<file path="src/rtl/srg_pkg.sv">
`timescale 1ns / 1ps
`default_nettype none

package srg_pkg;

  localparam int unsigned VAL_W   = 32;
  localparam int unsigned PER_W   = 32;
  localparam int unsigned BRK_W   = 31;
  localparam int unsigned KIND_W  = 2;
  localparam int unsigned CIDX_W  = 2;
  localparam int unsigned OUT_W   = 40;

  localparam logic [PER_W-1:0] START_PERIOD_RST = 32'd362039;
  localparam logic [PER_W-1:0] CRUISE_PERIOD_RST = 32'd16000;
  localparam logic [BRK_W-1:0] FULL_BRAKE_RST = 31'd512;
  localparam logic [PER_W-1:0] ACCEL_RST = 32'd70368744;

  localparam logic [KIND_W-1:0] REQ_TICK   = 2'd0;
  localparam logic [KIND_W-1:0] REQ_MOVE   = 2'd1;
  localparam logic [KIND_W-1:0] REQ_PRESET = 2'd2;

  localparam logic [CIDX_W-1:0] CFG_START_PERIOD  = 2'd0;
  localparam logic [CIDX_W-1:0] CFG_CRUISE_PERIOD = 2'd1;
  localparam logic [CIDX_W-1:0] CFG_FULL_BRAKE    = 2'd2;
  localparam logic [CIDX_W-1:0] CFG_ACCEL         = 2'd3;

  typedef enum logic [3:0] {
    S_IDLE,
    S_TICK,
    S_CHECK,
    S_DIFF,
    S_ABS,
    S_MSET,
    S_STEP,
    S_RAMP,
    S_FIN
  } ctl_state_t;

  typedef enum logic [3:0] {
    R_IDLE,
    R_PSQ,
    R_SLA,
    R_SHA,
    R_QSUM,
    R_QLP,
    R_QHP,
    R_DSUM,
    R_ADJ,
    R_CLIP,
    R_DONE
  } ramp_state_t;

  typedef struct packed {
    logic             start;
    logic             braking;
    logic [PER_W-1:0] period;
  } ramp_req_t;

  typedef struct packed {
    logic             done;
    logic [PER_W-1:0] period;
  } ramp_rsp_t;

endpackage

`default_nettype wire

</file>
<file path="src/rtl/srg_mul.sv">
`timescale 1ns / 1ps
`default_nettype none

module srg_mul
  import srg_pkg::*;
(
  input  wire logic                 clk,
  input  wire logic [PER_W-1:0]     op_a,
  input  wire logic [PER_W-1:0]     op_b,
  output logic      [2*PER_W-1:0]   prod_r
);

  always_ff @(posedge clk) begin
    prod_r <= {{PER_W{1'b0}}, op_a} * {{PER_W{1'b0}}, op_b};
  end

endmodule

`default_nettype wire

</file>
<file path="src/rtl/srg_ramp.sv">
`timescale 1ns / 1ps
`default_nettype none

module srg_ramp
  import srg_pkg::*;
(
  input  wire logic             clk,
  input  wire logic             rst_n,
  input  wire logic [PER_W-1:0] accel,
  input  wire logic [PER_W-1:0] cruise,
  input  wire ramp_req_t        req,
  output ramp_rsp_t             rsp
);

  ramp_state_t state_r, state_nxt;

  logic [PER_W-1:0]   p_r;
  logic               brk_r;
  logic [PER_W-1:0]   shi_r;
  logic [PER_W-1:0]   hi_r;
  logic [2*PER_W-1:0] q_r;
  logic [2*PER_W-1:0] d_r;
  logic [PER_W-1:0]   raw_r;
  logic [PER_W-1:0]   np_r;

  logic [PER_W-1:0]   op_a;
  logic [PER_W-1:0]   op_b;
  logic [2*PER_W-1:0] prod_r;
  logic [PER_W:0]     sum33;

  srg_mul u_mul (
    .clk    (clk),
    .op_a   (op_a),
    .op_b   (op_b),
    .prod_r (prod_r)
  );

  // next state
  always_comb begin
    state_nxt = state_r;
    unique case (state_r)
      R_IDLE:  if (req.start) state_nxt = R_PSQ;
      R_PSQ:   state_nxt = R_SLA;
      R_SLA:   state_nxt = R_SHA;
      R_SHA:   state_nxt = R_QSUM;
      R_QSUM:  state_nxt = R_QLP;
      R_QLP:   state_nxt = R_QHP;
      R_QHP:   state_nxt = R_DSUM;
      R_DSUM:  state_nxt = R_ADJ;
      R_ADJ:   state_nxt = R_CLIP;
      R_CLIP:  state_nxt = R_DONE;
      R_DONE:  state_nxt = R_IDLE;
      default: state_nxt = R_IDLE;
    endcase
  end

  // multiplier operands and handshake
  always_comb begin
    op_a = p_r;
    op_b = p_r;
    unique case (state_r)
      R_SLA: begin
        op_a = prod_r[PER_W-1:0];
        op_b = accel;
      end
      R_SHA: begin
        op_a = shi_r;
        op_b = accel;
      end
      R_QLP: begin
        op_a = q_r[PER_W-1:0];
        op_b = p_r;
      end
      R_QHP: begin
        op_a = q_r[2*PER_W-1:PER_W];
        op_b = p_r;
      end
      default: begin
        op_a = p_r;
        op_b = p_r;
      end
    endcase
    rsp.done   = (state_r == R_DONE);
    rsp.period = np_r;
  end

  assign sum33 = {1'b0, p_r} + {1'b0, d_r[PER_W-1:0]};

  always_ff @(posedge clk) begin
    if (!rst_n) begin
      state_r <= R_IDLE;
    end else begin
      state_r <= state_nxt;
    end
  end

  always_ff @(posedge clk) begin
    unique case (state_r)
      R_IDLE: begin
        if (req.start) begin
          p_r   <= req.period;
          brk_r <= req.braking;
        end
      end
      R_SLA:  shi_r <= prod_r[2*PER_W-1:PER_W];
      R_SHA:  hi_r <= prod_r[2*PER_W-1:PER_W];
      R_QSUM: q_r <= prod_r + {{PER_W{1'b0}}, hi_r};
      R_QHP:  hi_r <= prod_r[2*PER_W-1:PER_W];
      R_DSUM: d_r <= prod_r + {{PER_W{1'b0}}, hi_r};
      R_ADJ: begin
        if (brk_r) begin
          if ((|d_r[2*PER_W-1:PER_W]) || sum33[PER_W]) begin
            raw_r <= {PER_W{1'b1}};
          end else begin
            raw_r <= sum33[PER_W-1:0];
          end
        end else begin
          if ((|d_r[2*PER_W-1:PER_W]) || (d_r[PER_W-1:0] >= p_r)) begin
            raw_r <= cruise;
          end else begin
            raw_r <= p_r - d_r[PER_W-1:0];
          end
        end
      end
      R_CLIP: np_r <= (raw_r < cruise) ? cruise : raw_r;
      default: ;
    endcase
  end

endmodule

`default_nettype wire

</file>
<file path="src/rtl/stepper_trapezoid_ramp_generator.sv">
`timescale 1ns / 1ps
`default_nettype none

// Channel  Dir  Ports                         Contents
// in       in   in_tvalid/in_tready           tuser: req_type; tdata: move_value
// out      out  out_tvalid/out_tready         tdata: step_pulse, reverse, position, done_res
// cfg      in   cfg_we/cfg_index/cfg_wdata    register writes, no read-back
//
// A tick that steps also runs the period update: five 32x32 products through one
// registered multiplier plus sum, adjust and clip steps.
// in_tready is high only while idle; a finished result sits in the output register, so
// the next transaction is taken while it waits.
// Reset is synchronous, active low, and loads the register defaults.

module stepper_trapezoid_ramp_generator
  import srg_pkg::*;
(
  input  wire logic              clk,
  input  wire logic              rst_n,
  input  wire logic              in_tvalid,
  output logic                   in_tready,
  input  wire logic [VAL_W-1:0]  in_tdata,   // [31:0] move_value
  input  wire logic [KIND_W-1:0] in_tuser,   // [1:0] req_type
  output logic                   out_tvalid,
  input  wire logic              out_tready,
  output logic      [OUT_W-1:0]  out_tdata,  // [0] step_pulse, [1] reverse,
                                             // [33:2] position, [34] done_res
  input  wire logic              cfg_we,
  input  wire logic [CIDX_W-1:0] cfg_index,
  input  wire logic [PER_W-1:0]  cfg_wdata
);

  ctl_state_t state_r, state_nxt;

  logic [PER_W-1:0]  start_period_r;
  logic [PER_W-1:0]  cruise_period_r;
  logic [BRK_W-1:0]  full_brake_r;
  logic [PER_W-1:0]  accel_r;

  logic [VAL_W-1:0]  pos_r;
  logic [VAL_W-1:0]  target_r;
  logic              moving_back_r;
  logic [BRK_W-1:0]  brake_r;
  logic [PER_W-1:0]  np_r;
  logic              braking_r;
  logic [PER_W-1:0]  since_r;
  logic [KIND_W-1:0] kind_r;
  logic              pulse_r;
  logic [VAL_W:0]    diff_r;
  logic [VAL_W:0]    dist_r;
  logic              out_valid_r;
  logic [OUT_W-1:0]  out_data_r;

  logic      in_fire;
  logic      out_free;
  logic      at_target;
  logic      brk_hit;
  ramp_req_t ramp_req;
  ramp_rsp_t ramp_rsp;

  assign in_fire   = in_tvalid && in_tready;
  assign out_free  = !out_valid_r || out_tready;
  assign at_target = (pos_r == target_r);
  assign brk_hit   = (dist_r == {2'b00, brake_r});

  srg_ramp u_ramp (
    .clk    (clk),
    .rst_n  (rst_n),
    .accel  (accel_r),
    .cruise (cruise_period_r),
    .req    (ramp_req),
    .rsp    (ramp_rsp)
  );

  // next state
  always_comb begin
    state_nxt = state_r;
    unique case (state_r)
      S_IDLE: begin
        if (in_fire) begin
          if (in_tuser == REQ_TICK) begin
            state_nxt = S_TICK;
          end else if (in_tuser == REQ_MOVE) begin
            state_nxt = S_DIFF;
          end else begin
            state_nxt = S_FIN;
          end
        end
      end
      S_TICK:  state_nxt = at_target ? S_FIN : S_CHECK;
      S_CHECK: state_nxt = (since_r >= {8'd0, np_r[PER_W-1:8]}) ? S_DIFF : S_FIN;
      S_DIFF:  state_nxt = S_ABS;
      S_ABS:   state_nxt = (kind_r == REQ_MOVE) ? S_MSET : S_STEP;
      S_MSET:  state_nxt = S_FIN;
      S_STEP:  state_nxt = S_RAMP;
      S_RAMP:  if (ramp_rsp.done) state_nxt = S_FIN;
      S_FIN:   if (out_free) state_nxt = S_IDLE;
      default: state_nxt = S_IDLE;
    endcase
  end

  // outputs
  always_comb begin
    in_tready        = (state_r == S_IDLE);
    ramp_req.start   = (state_r == S_STEP);
    ramp_req.braking = braking_r || brk_hit;
    ramp_req.period  = np_r;
  end

  assign out_tvalid = out_valid_r;
  assign out_tdata  = out_data_r;

  always_ff @(posedge clk) begin
    if (!rst_n) begin
      state_r         <= S_IDLE;
      start_period_r  <= START_PERIOD_RST;
      cruise_period_r <= CRUISE_PERIOD_RST;
      full_brake_r    <= FULL_BRAKE_RST;
      accel_r         <= ACCEL_RST;
      pos_r           <= '0;
      target_r        <= '0;
      moving_back_r   <= 1'b0;
      brake_r         <= '0;
      np_r            <= '0;
      braking_r       <= 1'b0;
      since_r         <= '0;
      pulse_r         <= 1'b0;
      out_valid_r     <= 1'b0;
    end else begin
      state_r <= state_nxt;

      if (cfg_we) begin
        unique case (cfg_index)
          CFG_START_PERIOD:  start_period_r  <= cfg_wdata;
          CFG_CRUISE_PERIOD: cruise_period_r <= cfg_wdata;
          CFG_FULL_BRAKE:    full_brake_r    <= cfg_wdata[BRK_W-1:0];
          CFG_ACCEL:         accel_r         <= cfg_wdata;
          default: ;
        endcase
      end

      if ((state_r == S_FIN) && out_free) begin
        out_valid_r <= 1'b1;
      end else if (out_valid_r && out_tready) begin
        out_valid_r <= 1'b0;
      end

      unique case (state_r)
        S_IDLE: begin
          if (in_fire) begin
            pulse_r <= 1'b0;
            if (in_tuser == REQ_MOVE) begin
              target_r <= in_tdata;
            end else if (in_tuser == REQ_PRESET) begin
              pos_r <= in_tdata;
            end
          end
        end
        S_TICK: begin
          if (!at_target && (since_r != {PER_W{1'b1}})) begin
            since_r <= since_r + 1'b1;
          end
        end
        S_ABS: begin
          if (kind_r == REQ_MOVE) begin
            moving_back_r <= diff_r[VAL_W];
          end
        end
        S_MSET: begin
          if (dist_r <= {1'b0, full_brake_r, 1'b0}) begin
            brake_r <= dist_r[BRK_W:1];
          end else begin
            brake_r <= full_brake_r;
          end
          np_r      <= start_period_r;
          braking_r <= 1'b0;
          since_r   <= '0;
        end
        S_STEP: begin
          braking_r <= braking_r || brk_hit;
          pos_r     <= moving_back_r ? pos_r - 1'b1 : pos_r + 1'b1;
        end
        S_RAMP: begin
          if (ramp_rsp.done) begin
            np_r    <= ramp_rsp.period;
            since_r <= '0;
            pulse_r <= 1'b1;
          end
        end
        default: ;
      endcase
    end
  end

  // payload registers
  always_ff @(posedge clk) begin
    if (in_fire) begin
      kind_r <= in_tuser;
    end
    if (state_r == S_DIFF) begin
      diff_r <= {target_r[VAL_W-1], target_r} - {pos_r[VAL_W-1], pos_r};
    end
    if (state_r == S_ABS) begin
      dist_r <= diff_r[VAL_W] ? (~diff_r + 1'b1) : diff_r;
    end
    if ((state_r == S_FIN) && out_free) begin
      out_data_r <= {5'd0, at_target, pos_r, moving_back_r, pulse_r};
    end
  end

endmodule

`default_nettype wire

</file>
<file path="config.mk">
export PLATFORM = sky130hd
export DESIGN_NAME = stepper_trapezoid_ramp_generator
export DESIGN_NICKNAME = d
export VERILOG_FILES = /design/src/rtl/srg_pkg.sv /design/src/rtl/srg_mul.sv /design/src/rtl/srg_ramp.sv /design/src/rtl/stepper_trapezoid_ramp_generator.sv
export SDC_FILE = /design/constraint.sdc
export NUM_CORES = 2
export LEC_CHECK = 0
export ABC_AREA = 0
export BUFFER_PORTS_ARGS = -buffer_cell sky130_fd_sc_hd__buf_2
export CORE_MARGIN = 10
export CORE_UTILIZATION = 40
export CTS_CLUSTER_DIAMETER = 100
export DETAILED_ROUTE_END_ITERATION = 8
export SLEW_MARGIN = 20
export SYNTH_ARGS = -nofsm -noshare
export SYNTH_HDL_FRONTEND = slang
export SYNTH_SLANG_ARGS = --single-unit
</file>
<file path="constraint.sdc">
create_clock -name clk -period 13 [get_ports clk]
set_clock_uncertainty 0.1 [all_clocks]
set_input_delay 3.9 -clock clk [delete_from_list [all_inputs] [get_ports clk]]
set_output_delay 3.9 -clock clk [all_outputs]
set_load 0.02 [all_outputs]
</file>
**Yosys cells after proc, flatten, opt, wreduce, memory -nomap -nowiden**

Index checks and enable logic that the tools add are counted.

- Output and inout port bits: 42
- Bits in registers: 754

- Reductions and logical operators: 35
- Multiplexer cells: 35
- Bitwise operators: 1
- Multiply operators: 1
- $add $sub $neg: 8
- Magnitude comparators: 4
- Eq/ne operators: 34

Operators with widths:

| operator | count |
|---|---|
| 2-to-1 mux 32 bit | 13 |
| case mux 32 bit (2 select lines) | 2 |
| case mux 32 bit (4 select lines) | 1 |
| case mux 32 bit (3 select lines) | 1 |
| adder 32 x 1 -> 32 bit (second input constant) | 2 |
| adder 64 x 32 -> 64 bit | 1 |
| multiplier 32 x 32 -> 64 bit | 1 |
| case mux 4 bit (10 select lines) | 1 |
| case mux 4 bit (9 select lines) | 1 |
| adder 32 x 32 -> 33 bit | 1 |
| adder 33 x 1 -> 33 bit (second input constant) | 1 |
| == test 33 x 31 -> 1 bit | 1 |
| <= comparator 33 x 32 -> 1 bit | 1 |
| inverter 33 bit | 1 |
| subtractor 32 x 32 -> 33 bit | 1 |
| == test 32 bit | 1 |
| == test 4 x 3 -> 1 bit (second input constant) | 8 |
| >= comparator 32 x 24 -> 1 bit | 1 |
| >= comparator 32 bit | 1 |
| less-than comparator 32 bit | 1 |
| 2-to-1 mux 4 bit | 8 |
| != test 32 bit (second input constant) | 1 |
| OR reduction 32 bit | 1 |
| subtractor 32 x 1 -> 32 bit (second input constant) | 1 |
| 23 further kinds | 66 |

**Longest topological paths before layout**

- Depth after elaboration: 5
- Mapped depth: 36
- Depth with buffers taken out: 32

**By module**

Synthesis repeated with hierarchy kept, for this count alone.

- Cells, all modules: 7764
- Area, all modules: 73188.9 um2

By module, submodules not included:

| module | times used | area each (um2) | cells each |
|---|---|---|---|
| srg_mul | 1 | 34674.5 | 3806 |
| stepper_trapezoid_ramp_generator | 1 | 20094.3 | 2309 |
| srg_ramp | 1 | 18420.2 | 1649 |

**Worst setup path after synthesis**

Ideal clock, no wire load.

- Path type: register -> register
- Start point: register u_ramp.state_r[1]
- End point: register u_ramp.u_mul.prod_r[60]
- Stages on the path, launching flop included: 33
- Library setup time: 0.072 ns
- Arrival: 9.638 ns
- Path slack: 3.189 ns
- Data required time: 12.828 ns
- Buffers on the path: 4
- Clock period less this slack: 9.811 ns
- Cell sequence: dfxtp_1 clkbuf_1 nand2b_1 nor3_1 clkbuf_1 clkbuf_1 a22oi_1 and4_1 clkbuf_1 nor2_1 fa_1 fa_1 fa_1 inv_1 fa_1 inv_1 fa_1 inv_1 fa_1 inv_1 fa_1 fa_1 ha_1 nor2_1 nor3b_1 o41ai_1 o21ai_0 a41oi_2 o211ai_1 o311a_1 a311o_1 a31oi_1 xnor2_1

- Cells in the longest elaborated chain, start to end: 4
- Elaborated cells on any way between the ends: 8

RTL lines:

| element | line | text |
|---|---|---|
| from (decl) | srg_ramp.sv:15 | `ramp_state_t state_r, state_nxt;` |
| from (signal assigned) | srg_ramp.sv:93 | `state_r <= state_nxt;` |
| == test 4 x 2 -> 1 bit | srg_ramp.sv:61 | `unique case (state_r)` |
| OR reduction 2 bit (no line) | -- |  |
| 2-to-1 mux 32 bit | srg_ramp.sv:61 |  |
| multiplier 32 x 32 -> 64 bit * | srg_mul.sv:14 | `prod_r <= {{PER_W{1'b0}}, op_a} * {{PER_W{1'b0}}, op_b};` |
| to (signal assigned) | srg_mul.sv:14 |  |
| to (decl) | srg_mul.sv:10 | `output logic [2*PER_W-1:0] prod_r` |

Mark *: on every way between the ends. The rest lies on a longest branch, timed or not.
A chain may end at the register's enable or synchronous reset.

**Worst setup path after layout**

- Start point: register u_ramp.state_r[0]
- End point: register u_ramp.u_mul.prod_r[58]

Same word-level chain as after synthesis.

==> results.md <==
- Status: completed
- Tmin final: 10500 ps
- GPL Wtd Cong: 0.960
- Final setup violation count: 0
- IO buf count: 109
- First-pass GRT wire length: 354000 µm
- R2R cell count: 29
- Worst-Skew Late Latency: 650 ps
- Post-synth EDFFs: 392
- Slew Limit Fails: 0
- Via-to-Cell Ratio: 5.48
- Post-route ant nets: 0
- Mapped Cells: 7620
- Post-synthesis sequential area ratio: 26.9%
- Nets: 9081
- Hold-critical path endpoint: u_ramp.p_r[1]$_DFFE_PP_
- CP arrival: 10930 ps
- Drt first pass iters: 7
- Overflow after GRT: 0
- Syn Area/Cell: 9.27 µm²
- R2r setup slk: 2500 ps
- Total track usage: 23.9%
- RSZ-0062 raised after global routing: no
- Core region area: 176000 µm²
- Num CTS Buffers: 81
- Largest fanout on the critical path: 18
- CTS clk-pin slew, worst paths: 70 ps
- Layout cells sized above 1: 6.81%
- Initial antenna violation count: 12
- Clock sinks: 754
- # fillers: 17018
- DIE HEIGHT: 440 µm
- GR Util met1: 29.8%
- Least-Margin Pin Slew: 1170 ps
- Final hold violations: 0
- Post-Syn Area: 70600 µm²
- Place WS: 2710 ps
- Worst setup SP type: flip-flop
- WS Path Type: flip-flop to flip-flop
- Leading area contributor after synthesis: fa_1
- Ranking of synthesized cells by area: fa_1, edfxtp_1, dfxtp_1, ha_1, inv_1
- Detailed Place HPWL: 183000 µm
- Slew margin rel.: 20.3%
- CP max stage cell: dfxtp_1
- Synthesis-to-layout area growth: 9.10%
- CTS tree: built
- Die Width: 440 µm
- Cts repair resizes: 0
- Detailed Route Iter0 Violations: 4558
- Root Buffer: clkbuf_16
- Die area: 194000 µm²
- Worst min path class: flip-flop to flip-flop
- CP Data Required Time: 13430 ps
- M3 GR Usage: 4.84%
- CP peak stage delay: 660 ps
- Yosys warns: 0
- Setup crit end kind: flip-flop
- Worst setup margin: 2500 ps
- I/O pins: 115
- R2r endpoint: u_ramp.u_mul.prod_r[58]$_DFF_P_
- Met2 Usage GRT: 39.4%
- Maximum root-to-sink buffer count: 3
- CP dominant cell by count: fa_1
- Post-synthesis sequential element count: 754
- Setup bufs post-CTS: 0
- Setup TNS: 0 ps
- Vias: 54899
- WL/cell: 23.4 µm
- Fin crit share: 80.8%
- CTS H-tree lvls: 3
- Largest net degree at the start of global routing: 74
- Vias in the first global route: 56959
- # hold bufs at CTS: 0
- Worst Hold Depth: 0
- Library cells used by synthesis: 93
- Prevailing post-synth register cell: edfxtp_1
- Most frequent cell after synthesis: inv_1
- Initial Util: 40.1%
- Num rows: 154
- WL final: 235000 µm
- Worst hold path startpoint: np_r[1]$_SDFFE_PN0P_
- Busiest grt layer: met2
- FF-to-FF Start: u_ramp.state_r[0]$_SDFFE_PN0P_
- Top-area cell type share of the netlist area: 25.5%
- Fmax: 95.2 MHz
- DRC viols: 0
- Leading cell types by count after synthesis: inv_1, nand2_1, fa_1, nor2_1, ha_1
- Asr flop ratio synth: 0%
- Max-cap viol count: 0
per-layer routing:
layer,vias to the layer above,part of all wire [%]
met5,-,0.024
met1,27564,40
li1,24730,-
met2,2034,47
met3,563,7.4
met4,8,6.2
logic make-up after synthesis:
| logic type | Yosys count | share of synthesized area, % |
|---|---|---|
| and+or+nand+nor | 2495 | 15.2 |
| buffers and inverters | 1442 | 7.74 |
| adders and majority gates | 1410 | 34.6 |
| AOI/OAI and AO/OA | 1073 | 9.70 |
| DFF | 754 | 26.9 |
| xor gates and xnor gates | 311 | 3.86 |
| muxes | 134 | 2.01 |
| other | 1 | 0.00531 |
cell type report:
class / count / area, µm² / share of cell area (%)
well taps: 2340 / 2930 / 3.80
repair buffers: 246 / 1630 / 2.12
flip-flops and latches: 754 / 19000 / 24.7
clock inverters: 41 / 641 / 0.831
inverters: 1087 / 4090 / 5.30
multi-input cells: 5428 / 46500 / 60.3
diodes: 3 / 7.51 / 0.00974
clock buffers: 110 / 2290 / 2.97
worst max-delay path by stage:
stage / from / end / slack (ps) / cells past startpoint
2_1_floorplan: u_ramp.state_r[1]$_SDFFE_PN0P_ / u_ramp.u_mul.prod_r[60]$_DFF_P_ / 3190 / 32
3_3_place_gp: u_ramp.state_r[0]$_SDFFE_PN0P_ / u_ramp.u_mul.prod_r[58]$_DFF_P_ / 2830 / 30
3_5_place_dp: u_ramp.state_r[0]$_SDFFE_PN0P_ / u_ramp.u_mul.prod_r[62]$_DFF_P_ / 2710 / 29
4_1_cts: u_ramp.state_r[0]$_SDFFE_PN0P_ / u_ramp.u_mul.prod_r[58]$_DFF_P_ / 2680 / 28
5_1_grt: u_ramp.state_r[0]$_SDFFE_PN0P_ / u_ramp.u_mul.prod_r[56]$_DFF_P_ / 2080 / 29
6_report: u_ramp.state_r[0]$_SDFFE_PN0P_ / u_ramp.u_mul.prod_r[58]$_DFF_P_ / 2500 / 29
worst max-delay path, delay by kind of cell, from the launching register on:
kind                     cells  cell delay [ps]
buffers and inverters        4              930
AO/OA/AOI/OAI                6             1650
adder cells (fa/ha/maj)      9             4330
flip-flops                   1              660
XOR/XNOR                     2              340
AND/OR/NAND/NOR              8             2360
state kept, by name, summed over array words and instances (netlist names), 33 cells and up:
register / flops
dist_r: 33
u_ramp.d_r: 64
u_ramp.u_mul.prod_r: 64
diff_r: 33
out_tdata: 35
u_ramp.q_r: 64
through the flow:
stage | instance area [µm²] | std cells | hold slack, ps | utilization [%]
2_1_floorplan | 70600 | 7624 | 309 | -
3_3_place_gp | 74000 | 9852 | 312 | 42.1
3_5_place_dp | 74100 | 9855 | 318 | 42.1
4_1_cts | 77100 | 10006 | 332 | 43.8
5_1_grt | 77100 | 10007 | 341 | 43.8
6_report | 77100 | 10009 | 332 | 43.8
layout by cell type (no fill, tap or decap), types with 95 or more instances in the layout:
cell,synthesis,layout
ha_1,509,509
edfxtp_1,392,392
dfxtp_1,362,362
a21o_1,107,107
nand4_1,95,95
inv_1,1087,1086
nand2_1,1076,1076
xnor2_1,210,210
o21ai_0,174,173
buf_2,19,109
xor2_1,101,101
nor2_1,884,874
a21oi_1,399,399
fa_1,901,901
buf_4,5,133
Power is left out: the tool's default activity adds up to more than one toggle a clock period on the data nets, which glitch-free logic cannot reach.
